### src/rtl/core/fcee_pkg.sv
// ----------------------------------------------------------------------------
// Fuel-cell energy estimator package
// Widths, constants, codes and the command and status types of the core.
// ----------------------------------------------------------------------------
package fcee_pkg;

  localparam int WINDOW_DEPTH = 10;
  localparam int WIN_AW  = (WINDOW_DEPTH > 1) ? $clog2(WINDOW_DEPTH) : 1;
  localparam int FILL_W  = $clog2(WINDOW_DEPTH + 1);
  localparam int TOTAL_W = 32 + FILL_W;
  localparam int DVD_W   = TOTAL_W;
  localparam int DVS_W   = 32;
  localparam int CNT_W   = $clog2(DVD_W + 1);

  localparam int IN_W  = 56;
  localparam int OUT_W = 112;

  // Result field positions inside out_tdata.
  localparam int OUT_PWR_LSB  = 0;
  localparam int OUT_MEAN_LSB = 32;
  localparam int OUT_PCT_LSB  = 64;
  localparam int OUT_NRG_LSB  = 79;
  localparam int OUT_TIME_LSB = 95;
  localparam int OUT_ANN_BIT  = 111;

  localparam logic [14:0] PCT_FULL    = 15'd25600;
  localparam logic [15:0] MIN_SCALE   = 16'd6000;
  localparam logic [31:0] MEAN_MIN_CW = 32'd100;

  // Full scale is 256 * 100. After a shift by eight, the division by 100 is a
  // multiply by the rounded-up value of 2^30 / 100 and a shift by 30.
  localparam logic [23:0] PCT_RECIP = 24'd10737419;

  localparam logic [15:0] MAX_ENERGY_RST = 16'd3000;
  localparam logic [9:0]  MIN_PRESS_RST  = 10'd20;
  localparam logic [9:0]  MAX_PRESS_RST  = 10'd350;

  // Status codes that keep the announcement quiet.
  localparam logic [7:0] STS_MUTE_OFF  = 8'd0;
  localparam logic [7:0] STS_MUTE_FIVE = 8'd5;
  localparam logic [7:0] STS_MUTE_SEVN = 8'd7;

  typedef enum logic [1:0] {
    CFG_MAX_ENERGY = 2'd0,
    CFG_MIN_PRESS  = 2'd1,
    CFG_MAX_PRESS  = 2'd2,
    CFG_UNUSED     = 2'd3
  } cfg_idx_t;

  typedef enum logic [1:0] {
    OP_MEAN   = 2'd0,
    OP_PCT    = 2'd1,
    OP_ENERGY = 2'd2,
    OP_TIME   = 2'd3
  } op_t;

  typedef enum logic [3:0] {
    ST_IDLE, ST_PWR, ST_SUB, ST_ADD,
    ST_MEAN, ST_MEAN_W,
    ST_PMUL, ST_PDIV, ST_PDIV_W,
    ST_EMUL, ST_EDIV,
    ST_TMUL, ST_TDIV, ST_TDIV_W,
    ST_DONE
  } state_t;

  typedef struct packed {
    logic capture;
    logic mul_en;
    op_t  mul_op;
    logic ram_re;
    logic acc_sub;
    logic acc_add;
    logic div_start;
    logic div_take;
    op_t  div_op;
    logic pct_fix;
    logic time_zero;
    logic out_load;
  } cmd_t;

  typedef struct packed {
    logic div_busy;
    logic pct_div;
    logic mean_low;
    logic out_free;
  } sts_t;

endpackage

### src/rtl/core/fcee_ram.sv
// ----------------------------------------------------------------------------
// Generic RAM
// One write port and one read port with registered read data.
// ----------------------------------------------------------------------------
module fcee_ram #(
  parameter int WIDTH = 32,
  parameter int DEPTH = 16
) (
  input  logic                                     clk,
  input  logic                                     we,
  input  logic [(DEPTH > 1 ? $clog2(DEPTH) : 1)-1:0] waddr,
  input  logic [WIDTH-1:0]                         wdata,
  input  logic                                     re,
  input  logic [(DEPTH > 1 ? $clog2(DEPTH) : 1)-1:0] raddr,
  output logic [WIDTH-1:0]                         rdata
);

  logic [WIDTH-1:0] mem [DEPTH];
  logic [WIDTH-1:0] rdata_r;

  always_ff @(posedge clk) begin
    if (we) begin
      mem[waddr] <= wdata;
    end
    if (re) begin
      rdata_r <= mem[raddr];
    end
  end

  assign rdata = rdata_r;

endmodule

### src/rtl/core/fcee_ctrl.sv
// ----------------------------------------------------------------------------
// Estimator controller
// Sequences one report through the multiplier, window and divider.
// ----------------------------------------------------------------------------
module fcee_ctrl
  import fcee_pkg::*;
(
  input  logic   clk,
  input  logic   rst_n,
  input  logic   in_tvalid,
  output logic   in_tready,
  input  sts_t   sts,
  output cmd_t   cmd
);

  state_t state_r, state_nxt;

  always_ff @(posedge clk) begin
    if (!rst_n) begin
      state_r <= ST_IDLE;
    end else begin
      state_r <= state_nxt;
    end
  end

  always_comb begin
    state_nxt = state_r;
    cmd       = '0;
    cmd.mul_op = OP_MEAN;
    cmd.div_op = OP_MEAN;
    in_tready = 1'b0;
    case (state_r)
      ST_IDLE: begin
        in_tready = 1'b1;
        if (in_tvalid) begin
          cmd.capture = 1'b1;
          state_nxt   = ST_PWR;
        end
      end
      ST_PWR: begin
        cmd.mul_en = 1'b1;
        cmd.mul_op = OP_MEAN;
        cmd.ram_re = 1'b1;
        state_nxt  = ST_SUB;
      end
      ST_SUB: begin
        cmd.acc_sub = 1'b1;
        state_nxt   = ST_ADD;
      end
      ST_ADD: begin
        cmd.acc_add = 1'b1;
        state_nxt   = ST_MEAN;
      end
      ST_MEAN: begin
        cmd.div_start = 1'b1;
        cmd.div_op    = OP_MEAN;
        state_nxt     = ST_MEAN_W;
      end
      ST_MEAN_W: begin
        cmd.div_op = OP_MEAN;
        if (!sts.div_busy) begin
          cmd.div_take = 1'b1;
          state_nxt    = ST_PMUL;
        end
      end
      ST_PMUL: begin
        cmd.mul_en = 1'b1;
        cmd.mul_op = OP_PCT;
        if (sts.pct_div) begin
          state_nxt = ST_PDIV;
        end else begin
          cmd.pct_fix = 1'b1;
          state_nxt   = ST_EMUL;
        end
      end
      ST_PDIV: begin
        cmd.div_start = 1'b1;
        cmd.div_op    = OP_PCT;
        state_nxt     = ST_PDIV_W;
      end
      ST_PDIV_W: begin
        cmd.div_op = OP_PCT;
        if (!sts.div_busy) begin
          cmd.div_take = 1'b1;
          state_nxt    = ST_EMUL;
        end
      end
      ST_EMUL: begin
        cmd.mul_en = 1'b1;
        cmd.mul_op = OP_ENERGY;
        state_nxt  = ST_EDIV;
      end
      // The division by full scale is a reciprocal multiply that the
      // datapath finishes within this state.
      ST_EDIV: begin
        cmd.div_take = 1'b1;
        cmd.div_op   = OP_ENERGY;
        state_nxt    = ST_TMUL;
      end
      ST_TMUL: begin
        cmd.mul_en = 1'b1;
        cmd.mul_op = OP_TIME;
        if (sts.mean_low) begin
          cmd.time_zero = 1'b1;
          state_nxt     = ST_DONE;
        end else begin
          state_nxt = ST_TDIV;
        end
      end
      ST_TDIV: begin
        cmd.div_start = 1'b1;
        cmd.div_op    = OP_TIME;
        state_nxt     = ST_TDIV_W;
      end
      ST_TDIV_W: begin
        cmd.div_op = OP_TIME;
        if (!sts.div_busy) begin
          cmd.div_take = 1'b1;
          state_nxt    = ST_DONE;
        end
      end
      ST_DONE: begin
        if (sts.out_free) begin
          cmd.out_load = 1'b1;
          state_nxt    = ST_IDLE;
        end
      end
      default: begin
        state_nxt = ST_IDLE;
      end
    endcase
  end

endmodule

### src/rtl/core/fcee_dp.sv
// ----------------------------------------------------------------------------
// Estimator datapath
// Configuration, shared multiplier, power window, shared divider and output.
// ----------------------------------------------------------------------------
module fcee_dp
  import fcee_pkg::*;
(
  input  logic             clk,
  input  logic             rst_n,
  input  cmd_t             cmd,
  output sts_t             sts,
  input  logic [IN_W-1:0]  in_tdata,
  input  logic             cfg_we,
  input  logic [1:0]       cfg_index,
  input  logic [15:0]      cfg_wdata,
  output logic             out_tvalid,
  input  logic             out_tready,
  output logic [OUT_W-1:0] out_tdata
);

  // Configuration registers.
  logic [15:0] max_energy_r;
  logic [9:0]  min_press_r;
  logic [9:0]  max_press_r;

  always_ff @(posedge clk) begin
    if (!rst_n) begin
      max_energy_r <= MAX_ENERGY_RST;
      min_press_r  <= MIN_PRESS_RST;
      max_press_r  <= MAX_PRESS_RST;
    end else if (cfg_we) begin
      case (cfg_idx_t'(cfg_index))
        CFG_MAX_ENERGY: max_energy_r <= cfg_wdata;
        CFG_MIN_PRESS:  min_press_r  <= cfg_wdata[9:0];
        CFG_MAX_PRESS:  max_press_r  <= cfg_wdata[9:0];
        default: ;
      endcase
    end
  end

  // Captured report.
  logic [7:0]  status_r;
  logic [15:0] volts_r;
  logic [15:0] amps_r;
  logic [15:0] press_r;

  always_ff @(posedge clk) begin
    if (cmd.capture) begin
      status_r <= in_tdata[7:0];
      volts_r  <= in_tdata[23:8];
      amps_r   <= in_tdata[39:24];
      press_r  <= in_tdata[55:40];
    end
  end

  // Working results.
  logic [31:0] power_r;
  logic [31:0] mean_r;
  logic [14:0] pct_r;
  logic [15:0] energy_r;
  logic [15:0] minutes_r;

  // Pressure range decode.
  logic       above_lo;
  logic       below_hi;
  logic       range_ok;
  logic [9:0] press_ofs;
  logic [9:0] press_span;

  assign above_lo   = press_r > 16'(min_press_r);
  assign below_hi   = press_r < 16'(max_press_r);
  assign range_ok   = max_press_r > min_press_r;
  assign press_ofs  = press_r[9:0] - min_press_r;
  assign press_span = max_press_r - min_press_r;

  // Shared 16x16 multiplier with a registered product.
  logic [15:0] mul_a;
  logic [15:0] mul_b;
  logic [31:0] prod_r;

  always_comb begin
    case (cmd.mul_op)
      OP_MEAN: begin
        mul_a = volts_r;
        mul_b = amps_r;
      end
      OP_PCT: begin
        mul_a = 16'(press_ofs);
        mul_b = 16'(PCT_FULL);
      end
      OP_ENERGY: begin
        mul_a = max_energy_r;
        mul_b = 16'(pct_r);
      end
      OP_TIME: begin
        mul_a = energy_r;
        mul_b = MIN_SCALE;
      end
      default: begin
        mul_a = volts_r;
        mul_b = amps_r;
      end
    endcase
  end

  always_ff @(posedge clk) begin
    if (cmd.mul_en) begin
      prod_r <= 32'(mul_a) * 32'(mul_b);
    end
  end

  // Energy product over full scale. The product stays below 2^31, so after
  // the shift by eight the reciprocal multiply gives the exact quotient.
  logic [46:0] nrg_prod;
  logic [15:0] nrg_quot;

  assign nrg_prod = 47'(prod_r[30:8]) * 47'(PCT_RECIP);
  assign nrg_quot = nrg_prod[45:30];

  // Power window.
  logic [WIN_AW-1:0]  slot_r;
  logic [FILL_W-1:0]  fill_r;
  logic [TOTAL_W-1:0] total_r;
  logic [31:0]        old_power;
  logic               win_full;

  assign win_full = fill_r == FILL_W'(WINDOW_DEPTH);

  fcee_ram #(
    .WIDTH (32),
    .DEPTH (WINDOW_DEPTH)
  ) u_win_ram (
    .clk   (clk),
    .we    (cmd.acc_add),
    .waddr (slot_r),
    .wdata (power_r),
    .re    (cmd.ram_re),
    .raddr (slot_r),
    .rdata (old_power)
  );

  always_ff @(posedge clk) begin
    if (!rst_n) begin
      slot_r  <= '0;
      fill_r  <= '0;
      total_r <= '0;
    end else begin
      if (cmd.acc_sub && win_full) begin
        total_r <= total_r - TOTAL_W'(old_power);
      end
      if (cmd.acc_add) begin
        total_r <= total_r + TOTAL_W'(power_r);
        if (!win_full) begin
          fill_r <= fill_r + FILL_W'(1);
        end
        if (slot_r == WIN_AW'(WINDOW_DEPTH - 1)) begin
          slot_r <= '0;
        end else begin
          slot_r <= slot_r + WIN_AW'(1);
        end
      end
    end
  end

  always_ff @(posedge clk) begin
    if (cmd.acc_sub) begin
      power_r <= prod_r;
    end
  end

  // Shared restoring divider, one quotient bit per cycle. The dividend
  // register shifts out toward the remainder and fills with quotient bits.
  logic [DVD_W-1:0] dvd_r;
  logic [DVS_W-1:0] dvs_r;
  logic [DVS_W-1:0] rem_r;
  logic [CNT_W-1:0] cnt_r;
  logic [DVD_W-1:0] dvd_load;
  logic [DVS_W-1:0] dvs_load;
  logic [DVS_W:0]   rem_sh;
  logic [DVS_W+1:0] rem_diff;
  logic             q_bit;

  always_comb begin
    case (cmd.div_op)
      OP_MEAN: begin
        dvd_load = total_r;
        dvs_load = DVS_W'(fill_r);
      end
      OP_PCT: begin
        dvd_load = DVD_W'(prod_r);
        dvs_load = DVS_W'(press_span);
      end
      OP_TIME: begin
        dvd_load = DVD_W'(prod_r);
        dvs_load = mean_r;
      end
      default: begin
        dvd_load = total_r;
        dvs_load = DVS_W'(fill_r);
      end
    endcase
  end

  assign rem_sh   = {rem_r, dvd_r[DVD_W-1]};
  assign rem_diff = {1'b0, rem_sh} - {2'b00, dvs_r};
  assign q_bit    = !rem_diff[DVS_W+1];

  always_ff @(posedge clk) begin
    if (!rst_n) begin
      cnt_r <= '0;
    end else if (cmd.div_start) begin
      cnt_r <= CNT_W'(DVD_W);
    end else if (cnt_r != '0) begin
      cnt_r <= cnt_r - CNT_W'(1);
    end
  end

  always_ff @(posedge clk) begin
    if (cmd.div_start) begin
      dvd_r <= dvd_load;
      dvs_r <= dvs_load;
      rem_r <= '0;
    end else if (cnt_r != '0) begin
      dvd_r <= {dvd_r[DVD_W-2:0], q_bit};
      rem_r <= q_bit ? rem_diff[DVS_W-1:0] : rem_sh[DVS_W-1:0];
    end
  end

  // Result capture.
  always_ff @(posedge clk) begin
    if (cmd.div_take) begin
      case (cmd.div_op)
        OP_MEAN:   mean_r   <= dvd_r[31:0];
        OP_PCT:    pct_r    <= dvd_r[14:0];
        OP_ENERGY: energy_r <= nrg_quot;
        OP_TIME:   minutes_r <= (|dvd_r[DVD_W-1:16]) ? 16'hFFFF : dvd_r[15:0];
        default: ;
      endcase
    end
    if (cmd.pct_fix) begin
      pct_r <= above_lo ? PCT_FULL : 15'd0;
    end
    if (cmd.time_zero) begin
      minutes_r <= '0;
    end
  end

  // Output register.
  logic             out_valid_r;
  logic [OUT_W-1:0] out_data_r;
  logic             announce;

  assign announce = (status_r != STS_MUTE_OFF) && (status_r != STS_MUTE_FIVE) &&
                    (status_r != STS_MUTE_SEVN);

  always_ff @(posedge clk) begin
    if (!rst_n) begin
      out_valid_r <= 1'b0;
    end else if (cmd.out_load) begin
      out_valid_r <= 1'b1;
    end else if (out_tready) begin
      out_valid_r <= 1'b0;
    end
  end

  always_ff @(posedge clk) begin
    if (cmd.out_load) begin
      out_data_r <= {announce, minutes_r, energy_r, pct_r, mean_r, power_r};
    end
  end

  assign out_tvalid = out_valid_r;
  assign out_tdata  = out_data_r;

  assign sts.div_busy = cnt_r != '0;
  assign sts.pct_div  = above_lo && range_ok && below_hi;
  assign sts.mean_low = mean_r <= MEAN_MIN_CW;
  assign sts.out_free = !out_valid_r || out_tready;

endmodule

### src/rtl/core/fuel_cell_energy_estimator_core.sv
// ----------------------------------------------------------------------------
// Fuel-cell energy estimator core
// Power, window mean, tank percentage, remaining energy and time per report.
// ----------------------------------------------------------------------------
// One report is worked on at a time. Its time from transfer to result is
// set by the shared restoring divider, which produces one quotient bit per
// cycle for each of three divisions, and by any wait for the output
// register to free. The energy division by full scale is a shift and a
// reciprocal multiply rather than a pass through the divider. When the
// pressure lies at or outside the range bounds, the range is empty or
// inverted, or the mean power is 1 W or less, the matching division is
// skipped and the report finishes sooner. The core is ready for the next
// report as soon as the result sits in the output register, even while that
// result still waits for its transfer. After reset the window is empty and
// needs no clearing.
module fuel_cell_energy_estimator_core
  import fcee_pkg::*;
(
  input  logic             clk,
  input  logic             rst_n,
  input  logic             in_tvalid,
  output logic             in_tready,
  // status_code[7:0], load_voltage_tenths[23:8], output_current_tenths[39:24],
  // total_pressure_tenths[55:40]
  input  logic [IN_W-1:0]  in_tdata,
  output logic             out_tvalid,
  input  logic             out_tready,
  // instant_power_cw[31:0], mean_power_cw[63:32], percent_remaining_q8[78:64],
  // remaining_energy_wh[94:79], remaining_time_min[110:95], announce_active[111]
  output logic [OUT_W-1:0] out_tdata,
  input  logic             cfg_we,
  input  logic [1:0]       cfg_index,
  input  logic [15:0]      cfg_wdata
);

  cmd_t cmd;
  sts_t sts;

  fcee_ctrl u_ctrl (
    .clk       (clk),
    .rst_n     (rst_n),
    .in_tvalid (in_tvalid),
    .in_tready (in_tready),
    .sts       (sts),
    .cmd       (cmd)
  );

  fcee_dp u_dp (
    .clk        (clk),
    .rst_n      (rst_n),
    .cmd        (cmd),
    .sts        (sts),
    .in_tdata   (in_tdata),
    .cfg_we     (cfg_we),
    .cfg_index  (cfg_index),
    .cfg_wdata  (cfg_wdata),
    .out_tvalid (out_tvalid),
    .out_tready (out_tready),
    .out_tdata  (out_tdata)
  );

endmodule

### config.mk
export PLATFORM = sky130hd
export DESIGN_NAME = fuel_cell_energy_estimator_core
export DESIGN_NICKNAME = d
export VERILOG_FILES = /design/src/rtl/core/fcee_pkg.sv /design/src/rtl/core/fcee_ram.sv /design/src/rtl/core/fcee_ctrl.sv /design/src/rtl/core/fcee_dp.sv /design/src/rtl/core/fuel_cell_energy_estimator_core.sv
export SDC_FILE = /design/constraint.sdc
export NUM_CORES = 2
export LEC_CHECK = 0
export BUFFER_PORTS_ARGS = -buffer_cell sky130_fd_sc_hd__buf_4
export CAP_MARGIN = 30
export CORE_ASPECT_RATIO = 1.5
export CORE_UTILIZATION = 40
export CTS_BUF_LIST = sky130_fd_sc_hd__clkbuf_16
export DETAILED_ROUTE_END_ITERATION = 10
export HOLD_SLACK_MARGIN = 0.06
export SLEW_MARGIN = 5
export SYNTH_ARGS = -nofsm -noshare
export SYNTH_HDL_FRONTEND = slang
export SYNTH_SLANG_ARGS = --single-unit
export TNS_END_PERCENT = 50
### constraint.sdc
create_clock -name clk -period 8.8 [get_ports clk]
set_input_delay 0 -clock clk [delete_from_list [all_inputs] [get_ports clk]]
set_output_delay 0 -clock clk [all_outputs]
set_load 0.02 [all_outputs]
==> results.cfg <==
[die]
coreArea_mm2 = 0.133
ioPinCount = 193
die_width_um = 301
placementRows = 164
start_util_pct = 40.2
die_height_um = 450
die-area_mm2 = 0.135

[synthesis]
yosys_warnings = 0
yosys.area.top_type = edfxtp_1
ys_ff_latch = 854
synth-edff-count = 715
yosysSeqAreaShare_pct = 45.3
synth_ff_type = edfxtp_1
syn-num-nets = 5486
synth-async-reset-ratio_pct = 0
yosysTopAreaCellShare_pct = 40.1
syn_avg_cell_area_um2 = 11.7
netlist_area_mm2 = 0.0535
syn_inst = 4573
yosysUniqueCellTypes = 80
netlist_top_cells_area = edfxtp_1 40%, fa_1 15%, ha_1 10%

[critical_path]
r2r_cells = 31
r2r_end = u_dp.prod_r[30]
worstPathArrival_ns = 8.89
slowest_delay_ns = 0.58
cp_top_family = adder cells
critPathLaunchType = flop
r2r_slack_ns = 0.38
cp_num_buf_inv = 4
path_depth = 31
cp.required_ns = 9.26
endpoint_kind = flop
worstReg2RegStart = u_dp.min_press_r[1]
crit_top_cell = fa_1
cpMaxStageDelayCell = fa_1
path_max_fanout = 5
criticalPathCategory = reg2reg

[global_routing]
grt-ovfl-total = 0
antenna_found_initial = 3
first_global_vias = 37800
grt_use_total_pct = 22.8
grt_pass1_wl_mm = 230
grt_max_degree = 93

[sta]
setup_viol = 0
slew_violations = 0
clock.fmax_mhz = 119
hold_violations = 0
worst_slew_pin_slew_ns = 1.00
hold_ws_ns = 0.123
finalCritPeriodShare_pct = 95.7
max_slew_margin_pct = 33.2
fin_crit_ns = 8.42
skew_ns = 0.0292

[worst_hold_path]
min_from = cfg_wdata[4]
holdPathStages = 4
whs_endpoint = u_dp.max_energy_r[4]
min_path_type = in2reg

[detailed_routing]
drtIter0Drc = 2500
via_per_inst = 5.37
vias = 36300
routed_wl_mm = 153
drcViolationCount = 2
wl_per_cell_um = 22.7
dr.pass1.iters = 10
ant_nets = 0

[finish]
final_area_mm2 = 0.0618
multi_input_area_mm2 = 0.0266
drive_above_1_share_pct = 11.1
final_nets = 5855
regArea_mm2 = 0.0243
n_fill_cell = 12100
area_delta_synth_final_pct = 15.6

[clocking]
cts_tree = done
clock_sinks = 854
clkTransAtPathRegs_ns = 0.07
cts_buffers = 83
clk_path_buf_depth = 3
root_buffer = clkbuf_16
clk_latency_ns = 0.71
htree_levels = 3

[status]
status = complete, but fails checks
violations = design-rule violations

[run]
cap_violations = 0

[place]
place_area_mm2 = 0.0574
dpl.hpwl_mm = 115
gp_congestion = 0.945
port_buffers = 192
cell usage after synthesis (18+ instances only):
master	number
o21a_1	21
mux2i_1	34
nor2_1	312
ha_1	441
clkbuf_1	143
inv_1	590
xor2_1	58
buf_1	18
a21oi_1	293
nand2b_1	28
dfxtp_1	139
nand3_1	38
a211oi_1	62
mux4_2	64
o211ai_1	20
a22oi_1	22
edfxtp_1	715
a21o_1	57
nor3_1	50
and3_1	25
fa_1	393
o21ai_0	115
nand4_1	26
a31oi_1	49
nor4_1	22
and2_1	85
xnor2_1	80
nand2_1	444
layout make-up:
class	instances	area share, %
multi-input combinational	2966	43.0
sequential	854	39.2
antenna	2	0.00809
tap	1743	3.53
clock buffer	83	3.36
timing repair buffer	446	6.20
inverter	591	3.59
clock inverter	72	1.11
sequential cells by signal (all words and copies together) (netlist names), 32 cells and up:
signal,flops
u_dp.rem_r,32
u_dp.prod_r,32
u_dp.u_win_ram.rdata,32
u_dp.out_tdata,112
u_dp.dvd_r,36
u_dp.dvs_r,32
u_dp.power_r,32
u_dp.total_r,36
u_dp.u_win_ram.mem,320
u_dp.mean_r,32
cell families after synthesis:
logic type      Yosys count  synth area share, %
simple gates           1109                 9.41
flops                   854                 45.3
fa+ha+maj               834                 25.0
compound gates          786                 9.32
buf+inv                 753                 5.29
xor+xnor                138                 2.26
mux                      99                 3.35
metal layers:
| layer | vias up | share of wire [%] | GRT usage [%] |
|---|---|---|---|
| li1 | 16700 | - | - |
| met1 | 18300 | 39 | 27.1 |
| met2 | 1035 | 52 | 40.4 |
| met3 | 335 | 4.7 | 2.87 |
| met4 | 0 | 5.2 | 11.3 |
| met5 | - | 0 | 0 |
stage by stage:
stage | cells | setup TNS [ns] | utilization, % | setup WS, ns
2_1_floorplan | 4573 | 0 | - | 0.938
3_3_place_gp | 6435 | 0 | 43.1 | 0.563
3_5_place_dp | 6441 | 0 | 43.2 | 0.411
4_1_cts | 6755 | 0 | 46.5 | 0.409
5_1_grt | 6756 | -0.00765 | 46.5 | -0.00765
6_report | 6757 | 0 | 46.5 | 0.376
tightest hold or removal path, stage by stage:
cell,delay [ns]
dlygate4sd3_1,0.53
buf_4,0.12
nand2_1,0.05
nand3_1,0.07
worst max-delay path by stage:
stage,start,endpoint,slack [ns]
global route,u_dp.press_r[0],u_dp.prod_r[30],-0.008
finish,u_dp.min_press_r[1],u_dp.prod_r[30],0.38
floorplan,u_dp.min_press_r[1],u_dp.prod_r[31],0.94
global placement,u_dp.press_r[0],u_dp.prod_r[31],0.56
CTS,u_dp.min_press_r[1],u_dp.prod_r[31],0.41
detailed placement,u_dp.min_press_r[1],u_dp.prod_r[31],0.41
cells in the final DEF, fill, tap and decap left out, types with 136 or more instances in the layout:
cell and count:
a21oi_1 290, buf_4 281, dfxtp_1 136, dlygate4sd3_1 159, edfxtp_1 715, fa_1 393, ha_1 441, inv_1 601
nand2_1 443, nor2_1 306
repair_timing:
action / 4_1_cts / 5_1_grt
hold endpoints to repair: 103 / 0
setup endpoints to repair: 0 / 3
hold buffers: 159 / 0
buffers inserted: 0 / 0
resized for setup: 0 / 7
Power is not shown: default switching activity piles up to over one toggle a cycle in this logic, so the estimate is an artifact.
